`src/sv/vn2o_pkg.sv`:
```
`timescale 1ns / 1ps
// ----------------------------------------------------------------------------
// vn2o_pkg
// Shared types, constants and the cosine weight function of the 2D fractal
// value noise block.
// ----------------------------------------------------------------------------
package vn2o_pkg;

   localparam int COORD_W     = 32;
   localparam int OUT_W       = 20;
   localparam int REQ_DATA_W  = 64;
   localparam int RSP_DATA_W  = 24;
   localparam int CFG_W       = 4;
   localparam int CSR_IDX_W   = 1;
   localparam int OCT_W       = 3;
   localparam int SHIFT_W     = 4;
   localparam int AMT_W       = 7;
   // scaled coordinate: 32 bits shifted by up to seven, plus headroom
   localparam int VW          = COORD_W + 8;
   localparam int W_W         = 17;
   localparam int W_FRAC      = 16;
   localparam int Q_LEVEL_W   = 2;

   // register indexes
   localparam logic [CSR_IDX_W-1:0] REG_OCTAVE_COUNT    = 1'd0;
   localparam logic [CSR_IDX_W-1:0] REG_AMPLITUDE_SHIFT = 1'd1;

   localparam logic [OCT_W-1:0]   OCTAVE_COUNT_RESET = 3'd2;
   localparam logic [SHIFT_W-1:0] AMP_SHIFT_RESET    = 4'd2;

   // integer hash constants
   localparam logic [31:0] HASH_ROW_MUL = 32'd57;
   localparam logic [31:0] HASH_SQ_MUL  = 32'd15731;
   localparam logic [31:0] HASH_ADD     = 32'd789221;
   localparam logic [31:0] HASH_OFS     = 32'd1376312589;

   // weight polynomial coefficients, Q30
   localparam longint COS_C0 = 64'sd2649351758;
   localparam longint COS_C1 = 64'sd2179004481;
   localparam longint COS_C2 = 64'sd716863740;
   localparam longint COS_C3 = 64'sd126342170;
   localparam longint COS_C4 = 64'sd13854969;
   localparam longint COS_C5 = 64'sd1035932;
   localparam longint Q30_ONE = 64'sd1073741824;
   localparam longint W_ONE   = 64'sd65536;

   // one queued point with its octave plan
   typedef struct packed {
      logic signed [COORD_W-1:0] coord_x;
      logic signed [COORD_W-1:0] coord_y;
      logic [OCT_W-1:0]          last_idx;
      logic [SHIFT_W-1:0]        amp_shift;
   } job_type;

   // control that travels with one octave down the pipeline
   typedef struct packed {
      logic             valid;
      logic             first;
      logic             last;
      logic [AMT_W-1:0] amt;
      logic [W_W-1:0]   wx;
      logic [W_W-1:0]   wy;
   } tag_type;

   // (1 - cos(pi t)) / 2 polynomial in t^2, Q30
   function automatic longint cos_poly(longint k, int tbits);
      longint s;
      longint p;
      s = (k * k) <<< (30 - 2 * tbits);
      p = -COS_C5;
      p = COS_C4 + ((p * s) >>> 30);
      p = -COS_C3 + ((p * s) >>> 30);
      p = COS_C2 + ((p * s) >>> 30);
      p = -COS_C1 + ((p * s) >>> 30);
      p = COS_C0 + ((p * s) >>> 30);
      return (p * s) >>> 30;
   endfunction

   // Q16 blend weight for table index k
   function automatic logic [W_W-1:0] cos_weight(int k, int tbits);
      longint full;
      longint kk;
      longint f;
      longint w;
      full = 64'sd1 <<< tbits;
      kk = k;
      if (kk > full) kk = full;
      if (2 * kk <= full) f = cos_poly(kk, tbits);
      else f = Q30_ONE - cos_poly(full - kk, tbits);
      w = (f + 64'sd8192) >>> 14;
      if (w < 0) w = 0;
      if (w > W_ONE) w = W_ONE;
      return W_W'(w);
   endfunction

endpackage

```
`src/sv/vn2o_front.sv`:
```
`timescale 1ns / 1ps
// ----------------------------------------------------------------------------
// vn2o_front
// Control registers and intake: unpacks a point and attaches its octave plan.
// ----------------------------------------------------------------------------
module vn2o_front import vn2o_pkg::*; #(
   parameter int MAX_OCTAVES = 4
) (
   input  logic                  clock,
   input  logic                  reset,
   input  logic                  req_tvalid,
   output logic                  req_tready,
   input  logic [REQ_DATA_W-1:0] req_tdata,
   input  logic                  csr_we,
   input  logic [CSR_IDX_W-1:0]  csr_index,
   input  logic [CFG_W-1:0]      csr_wdata,
   output logic                  job_valid,
   input  logic                  job_ready,
   output job_type               job_data
);

   logic [OCT_W-1:0]   oct_count_ff;
   logic [SHIFT_W-1:0] amp_shift_ff;
   logic [OCT_W-1:0]   last_idx;

   // register writes
   always_ff @(posedge clock) begin
      if (reset) begin
         oct_count_ff <= OCTAVE_COUNT_RESET;
         amp_shift_ff <= AMP_SHIFT_RESET;
      end else if (csr_we) begin
         unique case (csr_index)
            REG_OCTAVE_COUNT:    oct_count_ff <= csr_wdata[OCT_W-1:0];
            REG_AMPLITUDE_SHIFT: amp_shift_ff <= csr_wdata[SHIFT_W-1:0];
            default: ;
         endcase
      end
   end

   // zero count acts as one octave, counts above the build limit saturate
   always_comb begin
      priority if (oct_count_ff == '0) begin
         last_idx = '0;
      end else if ({1'b0, oct_count_ff} > (OCT_W+1)'(MAX_OCTAVES)) begin
         last_idx = OCT_W'(MAX_OCTAVES - 1);
      end else begin
         last_idx = oct_count_ff - OCT_W'(1);
      end
   end

   // unpack the transfer into a queue entry
   assign job_data.coord_x   = req_tdata[COORD_W-1:0];
   assign job_data.coord_y   = req_tdata[2*COORD_W-1:COORD_W];
   assign job_data.last_idx  = last_idx;
   assign job_data.amp_shift = amp_shift_ff;
   assign job_valid          = req_tvalid;
   assign req_tready         = job_ready;

endmodule

```
`config.mk`:
```
export PLATFORM = sky130hd
export DESIGN_NAME = vn2o_front
export DESIGN_NICKNAME = d
export VERILOG_FILES = /design/src/sv/vn2o_pkg.sv /design/src/sv/vn2o_front.sv
export SDC_FILE = /design/constraint.sdc
export NUM_CORES = 1
export LEC_CHECK = 0
export BUFFER_PORTS_ARGS = -buffer_cell sky130_fd_sc_hd__buf_2
export CAP_MARGIN = 20
export CORE_ASPECT_RATIO = 0.75
export CORE_MARGIN = 10
export CORE_UTILIZATION = 28
export CTS_BUF_LIST = sky130_fd_sc_hd__clkbuf_2 sky130_fd_sc_hd__clkbuf_4 sky130_fd_sc_hd__clkbuf_8
export DETAILED_ROUTE_END_ITERATION = 10
export MAX_ROUTING_LAYER = met4
export PLACE_DENSITY = 0.79
export SLEW_MARGIN = 40
export SYNTH_ARGS = -nofsm -noshare
export SYNTH_HDL_FRONTEND = slang
export SYNTH_SLANG_ARGS = --single-unit
```
`constraint.sdc`:
```
create_clock -name clock -period 1.25 [get_ports clock]
set_input_delay 0.1875 -clock clock [delete_from_list [all_inputs] [get_ports clock]]
set_output_delay 0.1875 -clock clock [all_outputs]
set_load 0.01 [all_outputs]
```
==> results of run 1 <==
[through the flow]
stage / power, mW / cell area (µm²)
finish: 0.669 / 559
global route: 0.714 / 559
CTS: 0.684 / 559
detailed placement: 0.334 / 479
global placement: 0.331 / 479
floorplan: 0.514 / 867
[repair_timing]
item / in CTS / in global routing
setup endpoints to repair: 2 / 2
gates resized for setup: 11 / 0
pin swaps: 3 / 0
hold endpoints to repair: 0 / 0
[worst max path at each step]
stage	endpoint	from	slack, ps
after floorplan	job_data[4]	oct_count_ff[0]$_SDFFE_PP0P_	60
after global placement	job_data[4]	oct_count_ff[0]$_SDFFE_PP0P_	40
after detailed placement	job_data[4]	oct_count_ff[0]$_SDFFE_PP0P_	-10
after CTS	job_data[5]	oct_count_ff[0]$_SDFFE_PP0P_	-140
after global routing	job_data[5]	oct_count_ff[1]$_SDFFE_PP1P_	-200
final	job_data[5]	oct_count_ff[0]$_SDFFE_PP0P_	-130
[routing by layer]
layer	up-vias	track usage (%)	routed length, µm
met5	-	-	0
met4	0	3.96	53
met3	12	5.10	255
met2	43	5.02	497
met1	163	4.26	500
li1	155	-	-
[logic make-up after synthesis]
kind of cell               after synthesis  synth area share (%)
buffers and inverters                   73                  60.7
and+or+nand+nor                         12                  8.51
DFF                                      7                  16.2
muxes                                    6                  6.93
AOI/OAI and AO/OA                        4                  2.89
adders and majority gates                3                  4.33
other                                    1                 0.432
[registers in the layout, summed over array words and instances (netlist names)]
signal / flops
oct_count_ff: 3
amp_shift_ff: 4
[power by group]
| group | switching, mW | internal [mW] |
|---|---|---|
| clock | 0.0881 | 0.241 |
| sequential | 0.00711 | 0.237 |
| combinational | 0.0485 | 0.0469 |
| total | 0.144 | 0.525 |
[cells in the final DEF (no fill, tap or decap)]
cell type,n
sky130_fd_sc_hd__buf_4,1
sky130_fd_sc_hd__mux2i_1,6
sky130_fd_sc_hd__clkbuf_4,1
sky130_fd_sc_hd__conb_1,1
sky130_fd_sc_hd__a21oi_2,1
sky130_fd_sc_hd__dfxtp_1,5
sky130_fd_sc_hd__ha_1,1
sky130_fd_sc_hd__dfxtp_2,2
sky130_fd_sc_hd__a21bo_2,1
sky130_fd_sc_hd__nand2_2,1
sky130_fd_sc_hd__nor2_1,3
sky130_fd_sc_hd__nor2b_4,1
sky130_fd_sc_hd__inv_2,4
sky130_fd_sc_hd__clkbuf_8,3
sky130_fd_sc_hd__ha_4,2
sky130_fd_sc_hd__nand3_1,1
sky130_fd_sc_hd__inv_1,1
sky130_fd_sc_hd__a21oi_1,2
sky130_fd_sc_hd__buf_2,13
sky130_fd_sc_hd__nand2b_1,6
[layout make-up]
cell class	count	area [µm²]	share of cell area (%)
multi-input cells	26	229	40.9
flip-flops and latches	7	143	25.5
repair buffers	14	72.6	13.0
clock buffers	4	48.8	8.72
well taps	38	47.5	8.50
inverters	5	18.8	3.36
[critical path, stage by stage, from the launching register on]
cell                      delay, ps
sky130_fd_sc_hd__dfxtp_2        330
sky130_fd_sc_hd__inv_2           40
sky130_fd_sc_hd__ha_4           150
sky130_fd_sc_hd__inv_2           60
sky130_fd_sc_hd__ha_4           120
sky130_fd_sc_hd__inv_2           40
sky130_fd_sc_hd__a21oi_1        100
sky130_fd_sc_hd__buf_2          140
==> results.cfg, run 1 <==
[setup_path]
worst-setup-path-type = reg -> out
r2r_slack_ps = 540
critical_path_arrival_ps = 1190
worst-path-max-fanout = 2
required_ps = 1060
cp-start-kind = register
worst_reg_to_reg_cells = 2
r2r_end = amp_shift_ff[3]$_SDFFE_PP0P_
cp-end-kind = output pin
worst_flop_to_flop_path_startpoint = amp_shift_ff[3]$_SDFFE_PP0P_

[final_layout]
layout-area-overhead-vs-synth_pct = -35.5
post_route_cells_drive_above_1_share_pct = 53.6
fin_util_pct = 18.9
final_cell_count_no_fill = 94
fin_nets = 134
num_antenna_cells = 0
fillers = 324

[place]
gp_congestion = 0.698
port_buffers = 13
dpl.cell_count = 90
pre_cts_ws_ps = -13.2
detailed_place_hpwl_um = 1040

[floorplan]
die_area_um2 = 5750
floorplan.io_pins = 147
initial_core_util_pct = 29.3
dieWidth_um = 84.3
core_box_area_um2 = 2960
die_height_um = 68.2
num_rows = 17

[timing]
tns_ps = -252
finalHoldViolations = 0
timing.clock.skew_ps = 0
final-setup-viol-count = 2
timing.final.crit_period_ps = 1380
setup_repair_after_global_routing_missed_its_margin = yes
slew_viol_final = 0
min_period_over_period_pct = 110
fin_ws_ps = -130
whs_ps = 234
fmax_mhz = 725

[logic_synthesis]
synth-seq-area-share_pct = 16.2
synth_nets = 183
synth_area_um2 = 867
synth_cell_types = 14
post_synth_main_area_contributors = sky130_fd_sc_hd__buf_4 (58%), sky130_fd_sc_hd__dfxtp_1 (16%), sky130_fd_sc_hd__mux2i_1 (6.9%), sky130_fd_sc_hd__ha_1 (4.3%), sky130_fd_sc_hd__nand2b_1 (4.3%)
async_reset_ff_share_pct = 0
top_cells_by_instance_count_after_synthesis = sky130_fd_sc_hd__buf_4 (67), sky130_fd_sc_hd__dfxtp_1 (7), sky130_fd_sc_hd__mux2i_1 (6), sky130_fd_sc_hd__nand2b_1 (6), sky130_fd_sc_hd__inv_1 (5)
synth-edff-count = 0
yosys_warnings = 0
syn_avg_cell_area_um2 = 8.18
synth.top_cell.area_share_pct = 58.0
syn_inst = 106
synthFlopType = sky130_fd_sc_hd__dfxtp_1
synth_most_common_cell = sky130_fd_sc_hd__buf_4
ys_ff_latch = 7
synth_largest_area_cell = sky130_fd_sc_hd__buf_4

[status]
outcome = complete, but fails checks
violations_in_the_final_reports = setup timing

[clock_tree]
ctsHtreeMaxLevel = 1
cts.root.buffer_cell = sky130_fd_sc_hd__clkbuf_8
tritoncts.num_buffers = 3
postCtsSetupBuffers = 0
clock_latency_ps = 220
clk_pin_slew_ps = 40
clock_sinks = 7
clk_path_buf_depth = 2
tritoncts = done
holdBufCountCts = 0

[hold_path]
worst_hold_path.endpoint = amp_shift_ff[3]$_SDFFE_PP0P_
hold_path_class = in -> reg
timing.hold.worst_path_depth = 3
worstHoldStart = csr_wdata[3]

[route]
drt_pre_antenna_iters = 2
detail_route.iter0.violations = 7
avgViaCountPerCell = 3.97
remaining_drc_errors = 0
routed_wire_length_per_instance_um = 13.9
dr_total_vias = 373
detail-route-antenna-nets = 0
finalWirelength_um = 1310

[power]
power_density_cells_nw_per_um2 = 1200
vdd_drop_max_mv = 0.452
total_leakage_power_nw = 0.249

[global_route]
antenna_violations_before_repair = 0
first_global_vias = 383
pin_count_of_the_biggest_net_entering_global_routing = 11
gr-total-overflow = 0
groute.usage.overall_pct = 4.61
first_pass_grt_wire_length_um = 1880

[run]
max-cap-violations = 0
Note: power is estimated with default switching activity, not from simulation.
==> inputs of run 2 (changes only) <==
--- a/config.mk
+++ b/config.mk
@@ -8,7 +8,7 @@
 export BUFFER_PORTS_ARGS = -buffer_cell sky130_fd_sc_hd__buf_2
 export CAP_MARGIN = 20
 export CORE_ASPECT_RATIO = 0.75
-export CORE_MARGIN = 10
+export CORE_MARGIN = 2
 export CORE_UTILIZATION = 28
 export CTS_BUF_LIST = sky130_fd_sc_hd__clkbuf_2 sky130_fd_sc_hd__clkbuf_4 sky130_fd_sc_hd__clkbuf_8
 export DETAILED_ROUTE_END_ITERATION = 10
==> results.cfg, run 2 (synthesis gave the netlist of run 1 again) <==
[final_layout]
fin_util_pct = 19.2
most_frequent_standard_cell_in_the_layout_excluding_fill_and_tap_cells = sky130_fd_sc_hd__buf_2
largest_register_ff_count = 4
reg_with_most_ffs = amp_shift_ff
num_antenna_cells = 0
layout_common_cells = sky130_fd_sc_hd__buf_2 (13), sky130_fd_sc_hd__nand2b_1 (6), sky130_fd_sc_hd__mux2i_1 (6)
fin_nets = 134
final_design_area_no_fill_um2 = 568
reg_top3 = amp_shift_ff: 4 flops, oct_count_ff: 3 flops
final_cell_count_no_fill = 94
post_route_cells_drive_above_1_share_pct = 57.1
layout-area-overhead-vs-synth_pct = -34.5

[clock_tree]
ctsHtreeMaxLevel = 1
clk_pin_slew_ps = 40
postCtsSetupBuffers = 0
cts.root.buffer_cell = sky130_fd_sc_hd__clkbuf_8
tritoncts = done
holdBufCountCts = 0
tritoncts.num_buffers = 3
clock_sinks = 7
clk_path_buf_depth = 2
clock_latency_ps = 230

[route]
drt_pre_antenna_iters = 2
detail-route-antenna-nets = 0
routed_wire_length_per_instance_um = 13.1
remaining_drc_errors = 0
dr_total_vias = 381
finalWirelength_um = 1230
detail_route.iter0.violations = 11
avgViaCountPerCell = 4.05

[floorplan]
core_box_area_um2 = 2960
initial_core_util_pct = 29.3
die_area_um2 = 3560
floorplan.io_pins = 147
die_height_um = 52.2
num_rows = 17
dieWidth_um = 68.3

[setup_path]
cp-end-kind = output pin
critPathLaunch = oct_count_ff[1]$_SDFFE_PP1P_
crit_path_max_incr_delay_ps = 320
r2r_end = oct_count_ff[0]$_SDFFE_PP0P_
worst-setup-path-type = reg -> out
worst_reg_to_reg_cells = 3
worst_flop_to_flop_path_startpoint = oct_count_ff[0]$_SDFFE_PP0P_
worst-path-max-fanout = 2
crit_path_cell_trace = inv_2 > ha_4 > inv_4 > ha_4 > inv_2 > a21oi_2 > buf_2
critical-path-slowest-cell = sky130_fd_sc_hd__dfxtp_2
required_ps = 1060
cp-start-kind = register
critical_path_arrival_ps = 1190
r2r_slack_ps = 540

[timing]
timing.clock.skew_ps = 0
final-setup-viol-count = 2
fin_ws_ps = -130
timing.final.crit_period_ps = 1380
tns_ps = -248
whs_ps = 218
min_period_over_period_pct = 110
slew_viol_final = 0
fmax_mhz = 725
setup_repair_after_global_routing_missed_its_margin = yes
finalHoldViolations = 0

[power]
power_density_cells_nw_per_um2 = 1210
total_leakage_power_nw = 0.249
vdd_drop_max_mv = 0.319

[global_route]
grt.met1_usage_pct = 6.87
first_global_vias = 431
antenna_violations_before_repair = 0
pin_count_of_the_biggest_net_entering_global_routing = 11
grt_peak_use_layer = met2
gr-total-overflow = 0
groute.layer.met3.usage_pct = 8.17
first_pass_grt_wire_length_um = 1940
global_route.usage.met2_pct = 9.55
groute.usage.overall_pct = 8.03

[status]
violations_in_the_final_reports = setup timing
outcome = complete, but fails checks

[place]
dpl_cell_area_um2 = 479
port_buffers = 13
dpl.cell_count = 90
detailed_place_hpwl_um = 963
gp_congestion = 0.647

[hold_path]
worstHoldStart = csr_wdata[3]
timing.hold.worst_path_depth = 3
worst_hold_path.endpoint = amp_shift_ff[3]$_SDFFE_PP0P_
hold_path_class = in -> reg

[run]
max-cap-violations = 0
## run 2: area by class of cell
class / instances / area (µm²)
timing repair buffer: 14 / 72.6
sequential: 7 / 143
fill: 336 / 2390
multi-input combinational: 26 / 235
clock buffer: 4 / 48.8
inverter: 5 / 21.3
tap: 38 / 47.5
## run 2: worst max path at each step
| stage | to | cells past startpoint |
|---|---|---|
| floorplan | job_data[4] | 6 |
| global placement | job_data[4] | 7 |
| detailed placement | job_data[4] | 7 |
| CTS | job_data[4] | 7 |
| global route | job_data[4] | 7 |
| finish | job_data[4] | 7 |
## run 2: report_power, final
part,internal (mW),total (mW),switching [mW]
clock network,0.242,0.342,0.0997
registers,0.237,0.243,0.00683
logic,0.0505,0.101,0.0506
## run 2: timing repair
item | in CTS | in global routing
endpoints found under the setup margin | 2 | 2
resized for setup | 13 | 1
pin swaps | 3 | 0
## run 2: critical path: cells and delay by family (launching register included)
kind	cells	cell delay (ps)
flops	1	320
fa+ha+maj	2	270
buf+inv	4	260
compound gates	1	100
## run 2: metrics by stage
step	setup slack [ps]	total power [mW]
2_1_floorplan	63.7	0.514
3_3_place_gp	49.2	0.330
3_5_place_dp	-6.23	0.333
4_1_cts	-137	0.699
5_1_grt	-191	0.732
6_report	-130	0.687
## run 2: routing by layer
| layer | part of all wire, % | vias up |
|---|---|---|
| li1 | - | 155 |
| met1 | 36 | 165 |
| met2 | 41 | 48 |
| met3 | 17 | 13 |
| met4 | 5.4 | 0 |
| met5 | 0 | - |
