--- config.mk ---
export PLATFORM = sky130hd
export DESIGN_NAME = vn2o_fifo
export DESIGN_NICKNAME = d
export VERILOG_FILES = /design/src/sv/vn2o_pkg.sv /design/src/sv/vn2o_fifo.sv
export SDC_FILE = /design/constraint.sdc
export NUM_CORES = 1
export LEC_CHECK = 0
export BUFFER_PORTS_ARGS = -buffer_cell sky130_fd_sc_hd__clkbuf_2
export CAP_MARGIN = 20
export CORE_ASPECT_RATIO = 0.9
export CORE_MARGIN = 8
export CORE_UTILIZATION = 43
export DETAILED_ROUTE_END_ITERATION = 12
export GPL_ROUTABILITY_DRIVEN = 0
export PLACE_DENSITY_LB_ADDON = 0.25
export SLEW_MARGIN = 20
export SYNTH_ARGS = -nofsm -noshare
export SYNTH_HDL_FRONTEND = slang
export SYNTH_SLANG_ARGS = --single-unit
--- constraint.sdc ---
create_clock -name clock -period 1.35 [get_ports clock]
set_input_delay 0.405 -clock clock [delete_from_list [all_inputs] [get_ports clock]]
set_output_delay 0.405 -clock clock [all_outputs]
set_load 0.03 [all_outputs]
--- src/sv/vn2o_pkg.sv ---
`timescale 1ns / 1ps
// ----------------------------------------------------------------------------
// vn2o_pkg
// Shared types, constants and the cosine weight function of the 2D fractal
// value noise block.
// ----------------------------------------------------------------------------
package vn2o_pkg;

   localparam int COORD_W     = 32;
   localparam int OUT_W       = 20;
   localparam int REQ_DATA_W  = 64;
   localparam int RSP_DATA_W  = 24;
   localparam int CFG_W       = 4;
   localparam int CSR_IDX_W   = 1;
   localparam int OCT_W       = 3;
   localparam int SHIFT_W     = 4;
   localparam int AMT_W       = 7;
   // scaled coordinate: 32 bits shifted by up to seven, plus headroom
   localparam int VW          = COORD_W + 8;
   localparam int W_W         = 17;
   localparam int W_FRAC      = 16;
   localparam int Q_LEVEL_W   = 2;

   // register indexes
   localparam logic [CSR_IDX_W-1:0] REG_OCTAVE_COUNT    = 1'd0;
   localparam logic [CSR_IDX_W-1:0] REG_AMPLITUDE_SHIFT = 1'd1;

   localparam logic [OCT_W-1:0]   OCTAVE_COUNT_RESET = 3'd2;
   localparam logic [SHIFT_W-1:0] AMP_SHIFT_RESET    = 4'd2;

   // integer hash constants
   localparam logic [31:0] HASH_ROW_MUL = 32'd57;
   localparam logic [31:0] HASH_SQ_MUL  = 32'd15731;
   localparam logic [31:0] HASH_ADD     = 32'd789221;
   localparam logic [31:0] HASH_OFS     = 32'd1376312589;

   // weight polynomial coefficients, Q30
   localparam longint COS_C0 = 64'sd2649351758;
   localparam longint COS_C1 = 64'sd2179004481;
   localparam longint COS_C2 = 64'sd716863740;
   localparam longint COS_C3 = 64'sd126342170;
   localparam longint COS_C4 = 64'sd13854969;
   localparam longint COS_C5 = 64'sd1035932;
   localparam longint Q30_ONE = 64'sd1073741824;
   localparam longint W_ONE   = 64'sd65536;

   // one queued point with its octave plan
   typedef struct packed {
      logic signed [COORD_W-1:0] coord_x;
      logic signed [COORD_W-1:0] coord_y;
      logic [OCT_W-1:0]          last_idx;
      logic [SHIFT_W-1:0]        amp_shift;
   } job_type;

   // control that travels with one octave down the pipeline
   typedef struct packed {
      logic             valid;
      logic             first;
      logic             last;
      logic [AMT_W-1:0] amt;
      logic [W_W-1:0]   wx;
      logic [W_W-1:0]   wy;
   } tag_type;

   // (1 - cos(pi t)) / 2 polynomial in t^2, Q30
   function automatic longint cos_poly(longint k, int tbits);
      longint s;
      longint p;
      s = (k * k) <<< (30 - 2 * tbits);
      p = -COS_C5;
      p = COS_C4 + ((p * s) >>> 30);
      p = -COS_C3 + ((p * s) >>> 30);
      p = COS_C2 + ((p * s) >>> 30);
      p = -COS_C1 + ((p * s) >>> 30);
      p = COS_C0 + ((p * s) >>> 30);
      return (p * s) >>> 30;
   endfunction

   // Q16 blend weight for table index k
   function automatic logic [W_W-1:0] cos_weight(int k, int tbits);
      longint full;
      longint kk;
      longint f;
      longint w;
      full = 64'sd1 <<< tbits;
      kk = k;
      if (kk > full) kk = full;
      if (2 * kk <= full) f = cos_poly(kk, tbits);
      else f = Q30_ONE - cos_poly(full - kk, tbits);
      w = (f + 64'sd8192) >>> 14;
      if (w < 0) w = 0;
      if (w > W_ONE) w = W_ONE;
      return W_W'(w);
   endfunction

endpackage

--- src/sv/vn2o_fifo.sv ---
`timescale 1ns / 1ps
// ----------------------------------------------------------------------------
// vn2o_fifo
// Two-entry queue between the front and the back part.
// ----------------------------------------------------------------------------
module vn2o_fifo import vn2o_pkg::*; #(
   parameter int WIDTH = 8
) (
   input  logic                 clock,
   input  logic                 reset,
   input  logic                 in_valid,
   output logic                 in_ready,
   input  logic [WIDTH-1:0]     in_data,
   output logic                 out_valid,
   input  logic                 out_ready,
   output logic [WIDTH-1:0]     out_data,
   output logic [Q_LEVEL_W-1:0] level
);

   logic [WIDTH-1:0]     mem_ff [2];
   logic                 wr_ptr_ff;
   logic                 rd_ptr_ff;
   logic [Q_LEVEL_W-1:0] level_ff;
   logic                 push;
   logic                 pop;

   assign in_ready  = (level_ff != 2'd2);
   assign out_valid = (level_ff != 2'd0);
   assign out_data  = mem_ff[rd_ptr_ff];
   assign level     = level_ff;
   assign push      = in_valid && in_ready;
   assign pop       = out_valid && out_ready;

   // pointers and fill level
   always_ff @(posedge clock) begin
      if (reset) begin
         wr_ptr_ff <= 1'b0;
         rd_ptr_ff <= 1'b0;
         level_ff  <= 2'd0;
      end else begin
         if (push) wr_ptr_ff <= ~wr_ptr_ff;
         if (pop) rd_ptr_ff <= ~rd_ptr_ff;
         if (push && !pop) level_ff <= level_ff + 2'd1;
         else if (pop && !push) level_ff <= level_ff - 2'd1;
      end
   end

   // entry storage
   always_ff @(posedge clock) begin
      if (push) mem_ff[wr_ptr_ff] <= in_data;
   end

endmodule

==> results by group, run 1 <==
Clock tree
  – Clock-pin slew on the worst setup and hold paths: 110 ps
  – CTS tree: done
  – TritonCTS Buffers: 3
  – Number of H-tree levels: 1
  – Clock latency on the worst-skew pair: 290 ps
  – Sink Count: 21
  – CTS max path bufs: 2
  – CTS root buf: clkbuf_4

Synth
  – Post-synthesis sequential area ratio: 72.73%
  – Syn Inst Count: 49
  – Syn Std Cell Area: 798.3 um^2
  – Synth top area cells: edfxtp_1 60%, dfxtp_1 13%, mux2_2 11%
  – Unique cell type count in the Yosys netlist: 17
  – Syn. warnings: 0
  – Syn Nets: 62
  – EDFF count, synth: 16
  – #FFs+latches synth: 21
  – Top cell type's share of synthesized area: 60.19%
  – Cell taking the most area after synthesis: edfxtp_1
  – Main synth FF type: edfxtp_1
  – Count leader, synth: edfxtp_1
  – Leading cell types by count after synthesis: 16 x edfxtp_1, 8 x mux2_2, 5 x dfxtp_1, 3 x nor2_1, 3 x xor2_1
  – Ys async rst share: 0%
  – Syn Area/Cell: 16.29 um^2

Critical path
  – Top delay family on crit path: flip-flops
  – CP Launch Type: flop
  – Critical path buffer and inverter count: 2
  – Worst r2r path cells: 7
  – Reg2reg start: level[1]$_SDFFE_PP0P_
  – WP data arrival: 1240 ps
  – Crit-path cells: buf_12 > mux2_4 > buf_8
  – Max FO, Critical Path: 8
  – Worst reg2reg setup slack: -120 ps
  – CP required: 950 ps
  – CP Depth: 3
  – Slowest-stage cell, CP: dfxtp_2
  – Critical Path End: out_data[7]
  – Max incr delay on CP: 360 ps
  – CP Capture Type: output pin
  – WS Path Type: flop to output pin
  – Worst flop-to-flop path endpoint: level[1]$_SDFFE_PP0P_

STA
  – RSZ-0062 raised after global routing: true
  – Final max-slew violation count: 0
  – Final setup fails: 20
  – Slew @ Worst Pin: 181.2 ps
  – Max Fclk: 0.6082 GHz
  – Final worst path period share: 121.8%
  – Hold Violations, Final: 0
  – Setup TNS: -3248 ps
  – Worst clock skew: 5.221 ps
  – Hold_ws: 294.1 ps
  – Minimum clock period: 1644 ps
  – Final worst slack: -294.3 ps
  – Relative slew margins: 87.88%

Route
  – Post-DRT Antenna Nets: 0
  – Routed WL: 1923 um
  – Drt first pass iters: 6
  – DRC marker count from the first detailed-route iteration: 21
  – Via Count: 560
  – DR WL/cell: 16.72 um
  – Via density: 4.870
  – DRC: 0

Die
  – Die extent in x: 61.42 um
  – Row count: 14
  – Die area: 0.003493 mm^2
  – Core area: 0.001717 mm^2
  – Die height: 56.88 um
  – IO Pins: 24
  – Starting Density: 46.50%

Global route
  – First-pass GRT wire length: 2884 um
  – Initial antenna violation count: 0
  – Vias in the first global route: 579
  – GRT Residual Overflow: 0
  – Largest net degree at the start of global routing: 13
  – Total GRT Usage: 11.21%

Flow run
  – Max-cap viol count: 0

Final layout
  – ANT cells: 0
  – Net count, final: 105
  – Number of fill cells: 109
  – Footprint of the multi-input gates: 287.8 um^2
  – Storage cell area: 589.3 um^2
  – Share of layout cells above drive strength 1: 69.23%
  – Area grow syn2layout: 68.18%

Pwr
  – Pwr/cell area: 2101 mW/mm^2
  – VDD IR-drop max: 1850 uV
  – Leak: 0.5614 nW

Place
  – Pre-CTS setup slack: -105.8 ps
  – Port Buf Inserts: 23
  – Dpl hpwl: 1094 um

Status
  – Status: finished with violations
  – Failing checks: negative setup slack

Min path
  – Min-delay worst type: input port to flop
## flip-flops by register name (all words and copies together), names as in the netlist, named ones only
signal / flops
mem_ff: 16
level: 2
wr_ptr_ff: 1
rd_ptr_ff: 1
## through the flow
step	cell area, um^2	utilization (%)	total power, W	cells
final	1343	78.21	0.002821	115
after global routing	1343	78.21	0.002939	115
after CTS	1300	75.73	0.002622	115
after detailed placement	1056	61.52	0.001906	105
after global placement	1056	61.52	0.001888	105
after floorplan	828.3	-	0.001536	49
## worst register-to-register path: stages (launching register included)
cell      delay (ps)
dfxtp_4          380
buf_6            120
nand2b_4          60
and2_4           140
ha_4             160
xor2_2           140
or3_1            300
a21oi_1          120
## how the worst min path moves through the flow
stage | from | end | slack, ps | cells after the start
2_1_floorplan | reset | level[1]$_SDFFE_PP0P_ | 460 | 1
3_3_place_gp | rd_ptr_ff$_SDFFE_PP0P_ | rd_ptr_ff$_SDFFE_PP0P_ | 490 | 2
3_5_place_dp | rd_ptr_ff$_SDFFE_PP0P_ | flop | 490 | 2
4_1_cts | in_data[0] | mem_ff[1][0]$_DFFE_PP_ | 290 | 1
5_1_grt | in_data[0] | mem_ff[1][0]$_DFFE_PP_ | 280 | 1
6_report | in_data[0] | mem_ff[1][0]$_DFFE_PP_ | 290 | 1
## where the power goes
group | total, W | switching, W | internal [W]
Combinational | 0.00163 | 0.000718 | 0.000914
Clock | 0.000287 | 0.000177 | 0.000110
Sequential | 0.000901 | 0.0000640 | 0.000837
Total | 0.00282 | 0.000959 | 0.00186
## cell families (layout without fill, tap and decap cells)
logic type / Yosys count / count (layout) / share of synthesized area, %
DFF: 21 / 21 / 72.73
and+or+nand+nor: 9 / 9 / 6.272
muxes: 8 / 8 / 11.29
AOI/OAI and AO/OA: 5 / 5 / 3.762
xor gates and xnor gates: 3 / 3 / 3.292
buffers and inverters: 2 / 44 / 1.096
adders and majority gates: 1 / 1 / 1.567
## layer usage
| layer | wire (um) | global-route usage (%) | share of wire, % |
|---|---|---|---|
| met5 | 0 | 0 | 0 |
| met4 | 9 | 2.597 | 0.47 |
| met3 | 91 | 2.955 | 4.7 |
| met2 | 1080 | 21.19 | 56 |
| met1 | 741 | 11.51 | 39 |
## cell type report
class                           count  share of cell area [%]
Tap cell                           24                   2.237
Clock buffer                        3                   1.678
Multi-Input combinational cell     26                   21.44
Clock inverter                      1                  0.3728
Sequential cell                    21                   43.90
Timing Repair Buffer               39                   29.92
Inverter                            1                  0.4660
## placed cells by master (no fill, tap or decap)
cell,Yosys,routed
nor2_1,3,3
a21bo_2,1,1
and3_4,0,1
buf_12,0,1
clkbuf_4,0,3
dfxtp_1,5,2
o21ai_4,0,1
nand3b_1,1,1
inv_4,0,1
a21oi_1,2,2
buf_6,0,11
and2_4,0,1
buf_8,0,11
buf_4,0,5
clkbuf_2,0,11
clkinv_2,0,1
nand2b_4,0,1
ha_4,0,1
edfxtp_1,16,16
or3_1,1,1
or2_4,0,1
xor2_2,0,1
o21ai_0,2,1
mux2_4,0,8
dfxtp_4,0,2
dfxtp_2,0,1
xor2_1,3,2
## repair_timing
item                                    4_1_cts  5_1_grt
pin swaps                                     1        1
setup buffers                                 6        1
resized for setup                            44       19
hold endpoints to repair                      0        0
endpoints found under the setup margin       13       30
cloned                                        0        0
hold buffers                                  0        0
Note: power is estimated with default switching activity, not from simulation.
==> inputs of run 2 (changes only) <==
--- a/config.mk
+++ b/config.mk
@@ -9,7 +9,7 @@
 export CAP_MARGIN = 20
 export CORE_ASPECT_RATIO = 0.9
 export CORE_MARGIN = 8
-export CORE_UTILIZATION = 43
+export CORE_UTILIZATION = 50
 export DETAILED_ROUTE_END_ITERATION = 12
 export GPL_ROUTABILITY_DRIVEN = 0
 export PLACE_DENSITY_LB_ADDON = 0.25
==> constraint.sdc (replaced) <==
create_clock -name clock -period 2 [get_ports clock]
set_input_delay 0.6 -clock clock [delete_from_list [all_inputs] [get_ports clock]]
set_output_delay 0.6 -clock clock [all_outputs]
set_load 0.03 [all_outputs]
==> run 2 against run 1 <==
Compared with the run above: register-to-register slack gained 460 ps; sequential share of layout area up 17 points; power down 54%; core utilization shrank 13 points; critical path type unchanged; routed wire length shrank 31%; count of clock-buffer cells in the layout stayed put; clock skew increased by 4.5 ps; the flow now finishes without violations; clock power is 32% lower; final area decreased by 29%; flip-flop and latch count unchanged; die area is 10% lower; via count shrank 16%.
==> results by group, run 2 (same netlist as run 1, synthesis figures left out) <==
Critical path
  – Critical path buffer and inverter count: 1 (was 2)
  – Worst reg2reg setup slack: 340 ps (was -120 ps)
  – Worst r2r path cells: 5 (was 7)
  – CP Depth: 2 (was 3)
  – Crit-path cells: mux2_2 > clkbuf_2 (was buf_12 > mux2_4 > buf_8)
  – Top delay family on crit path: flip-flops (unchanged)
  – CP Launch Type: flop (unchanged)
  – Max incr delay on CP: 440 ps (was 360 ps)
  – CP Capture Type: output pin (unchanged)
  – CP required: 1400 ps (was 950 ps)
  – Slowest-stage cell, CP: dfxtp_2 (unchanged)
  – WP data arrival: 1280 ps (was 1240 ps)
  – Max FO, Critical Path: 8 (unchanged)
  – WS Path Type: flop to output pin (unchanged)

STA
  – Hold Violations, Final: 0 (unchanged)
  – Setup TNS: 0 ps (was -3248 ps)
  – Final max-slew violation count: 0 (unchanged)
  – RSZ-0062 raised after global routing: false (was true)
  – Final worst path period share: 94.19%
  – Minimum clock period: 1884 ps
  – Worst clock skew: 9.681 ps (was 5.221 ps)
  – Hold_ws: 480.2 ps (was 294.1 ps)
  – Slew @ Worst Pin: 397.3 ps (was 181.2 ps)
  – Max Fclk: 0.5309 GHz
  – Relative slew margins: 73.51% (was 87.88%)
  – Final setup fails: 0 (was 20)

Place
  – Dpl hpwl: 986.9 um (was 1094 um)
  – Post-placement cell area: 927.1 um^2 (was 0.001056 mm^2)
  – Placed cell count: 86 (was 105)
  – Port Buf Inserts: 23 (unchanged)

Final layout
  – Util after Layout: 65.30% (was 78.21%)
  – Share of layout cells above drive strength 1: 50.67% (was 69.23%)
  – Non-Filler Instances: 90 (was 115)
  – Max reg flops: 16 (unchanged)
  – Area grow syn2layout: 19.75% (was 68.18%)
  – ANT cells: 0 (unchanged)
  – Net count, final: 89 (was 105)
  – Most common cell after layout, fill and taps aside: clkbuf_2 (was edfxtp_1)
  – Number of fill cells: 123 (was 109)
  – Final Cell Area: 955.9 um^2 (was 0.001343 mm^2)
  – Leading cell types in the layout, fill and taps excluded: 23 x clkbuf_2, 16 x edfxtp_1, 8 x mux2_2 (was 16 x edfxtp_1, 11 x clkbuf_2, 11 x buf_8, 11 x buf_6, 8 x mux2_4)
  – Most flops, register: mem_ff (unchanged)

Min path
  – WHS Path Cells: 1 (unchanged)
  – Min-delay worst type: input port to flop (unchanged)

Flow run
  – Max-cap viol count: 0 (unchanged)

Route
  – DRC marker count from the first detailed-route iteration: 5 (was 21)
  – DR WL/cell: 14.64 um (was 16.72 um)
  – Routed WL: 1318 um (was 1923 um)
  – Post-DRT Antenna Nets: 0 (unchanged)
  – DRC: 0 (unchanged)
  – Via density: 5.211 (was 4.870)
  – Via Count: 469 (was 560)
  – Drt first pass iters: 4 (was 6)

Clock tree
  – CTS max path bufs: 2 (unchanged)
  – Number of setup buffers added after CTS: 0 (was 6)
  – CTS root buf: clkbuf_4 (unchanged)
  – Post-cts resize count: 1 (was 44)
  – CTS tree: done (unchanged)
  – Clock-pin slew on the worst setup and hold paths: 110 ps (about the same)
  – Number of H-tree levels: 1 (unchanged)
  – Post-CTS Hold Buffers: 0 (unchanged)
  – Sink Count: 21 (unchanged)
  – TritonCTS Buffers: 3 (unchanged)
  – Clock latency on the worst-skew pair: 300 ps (was 290 ps)

Pwr
  – Pwr/cell area: 1372 mW/mm^2 (was 2101 mW/mm^2)
  – Leak: 0.3953 nW (was 0.5614 nW)
  – VDD IR-drop max: 865.5 uV (was 1850 uV)

Die
  – Die extent in x: 58.12 um (was 61.42 um)
  – IO Pins: 24 (unchanged)
  – Row count: 13 (was 14)
  – Die height: 53.91 um (was 56.88 um)
  – Core area: 0.001464 mm^2 (was 0.001717 mm^2)
  – Die area: 0.003133 mm^2 (was 0.003493 mm^2)
  – Starting Density: 54.53% (was 46.50%)

Global route
  – Vias in the first global route: 489 (was 579)
  – Total GRT Usage: 9.307% (was 11.21%)
  – First-pass GRT wire length: 2118 um (was 2884 um)
  – Largest net degree at the start of global routing: 13 (unchanged)
  – GRT Residual Overflow: 0 (unchanged)
  – Initial antenna violation count: 0 (unchanged)

Status
  – Status: finished clean (was finished with violations)
run 2: cell count changes in the layout (fill, tap and decap cells not counted), moves of 2 or more:
cell / change
clkbuf_2: +12
mux2_4: -8
buf_4: -5
mux2_2: +8
dfxtp_4: -2
buf_6: -11
dfxtp_1: +2
buf_8: -11
run 2: area by class of cell:
class / count / area, um^2 / area share [%]
sequential: 21 / 581.8 / 60.86
multi-input combinational: 26 / 209.0 / 21.86
timing repair buffer: 23 / 115.1 / 12.04
clock buffer: 3 / 22.52 / 2.356
tap: 15 / 18.77 / 1.963
clock inverter: 1 / 5.005 / 0.5236
inverter: 1 / 3.754 / 0.3927
run 2: per-layer routing:
layer / global-route usage [%] / share of wire [%] / wire length (um) / vias up
li1: - / - / - / 232
met1: 8.345 / 38 / 502 / 223
met2: 16.85 / 54 / 714 / 12
met3: 5.226 / 7.3 / 96 / 2
met4: 4.878 / 0.38 / 5 / 0
met5: 0 / 0 / 0 / -
run 2: final timing paths:
check | startpoint | endpoint
min | in_data[7] | mem_ff[0][7]$_DFFE_PP_
min reg2reg | rd_ptr_ff$_SDFFE_PP0P_ | rd_ptr_ff$_SDFFE_PP0P_
max | flop | out_data[3]
max reg2reg | level[0]$_SDFFE_PP0P_ | level[1]$_SDFFE_PP0P_
run 2: where the power goes:
part	leakage (nW)	internal [W]	switching [W]	total [W]
logic	0.186	0.000183	0.000324	0.000507
registers	0.191	0.000555	0.0000553	0.000610
clock network	0.0177	0.0000745	0.000120	0.000195
run 2: through the flow:
stage               setup slack (ps)  total power, W
floorplan                      44.07       0.0009918
CTS                            86.96        0.001329
finish                         116.2        0.001312
detailed placement             261.9        0.001133
global route                   26.23        0.001390
global placement               304.8        0.001120
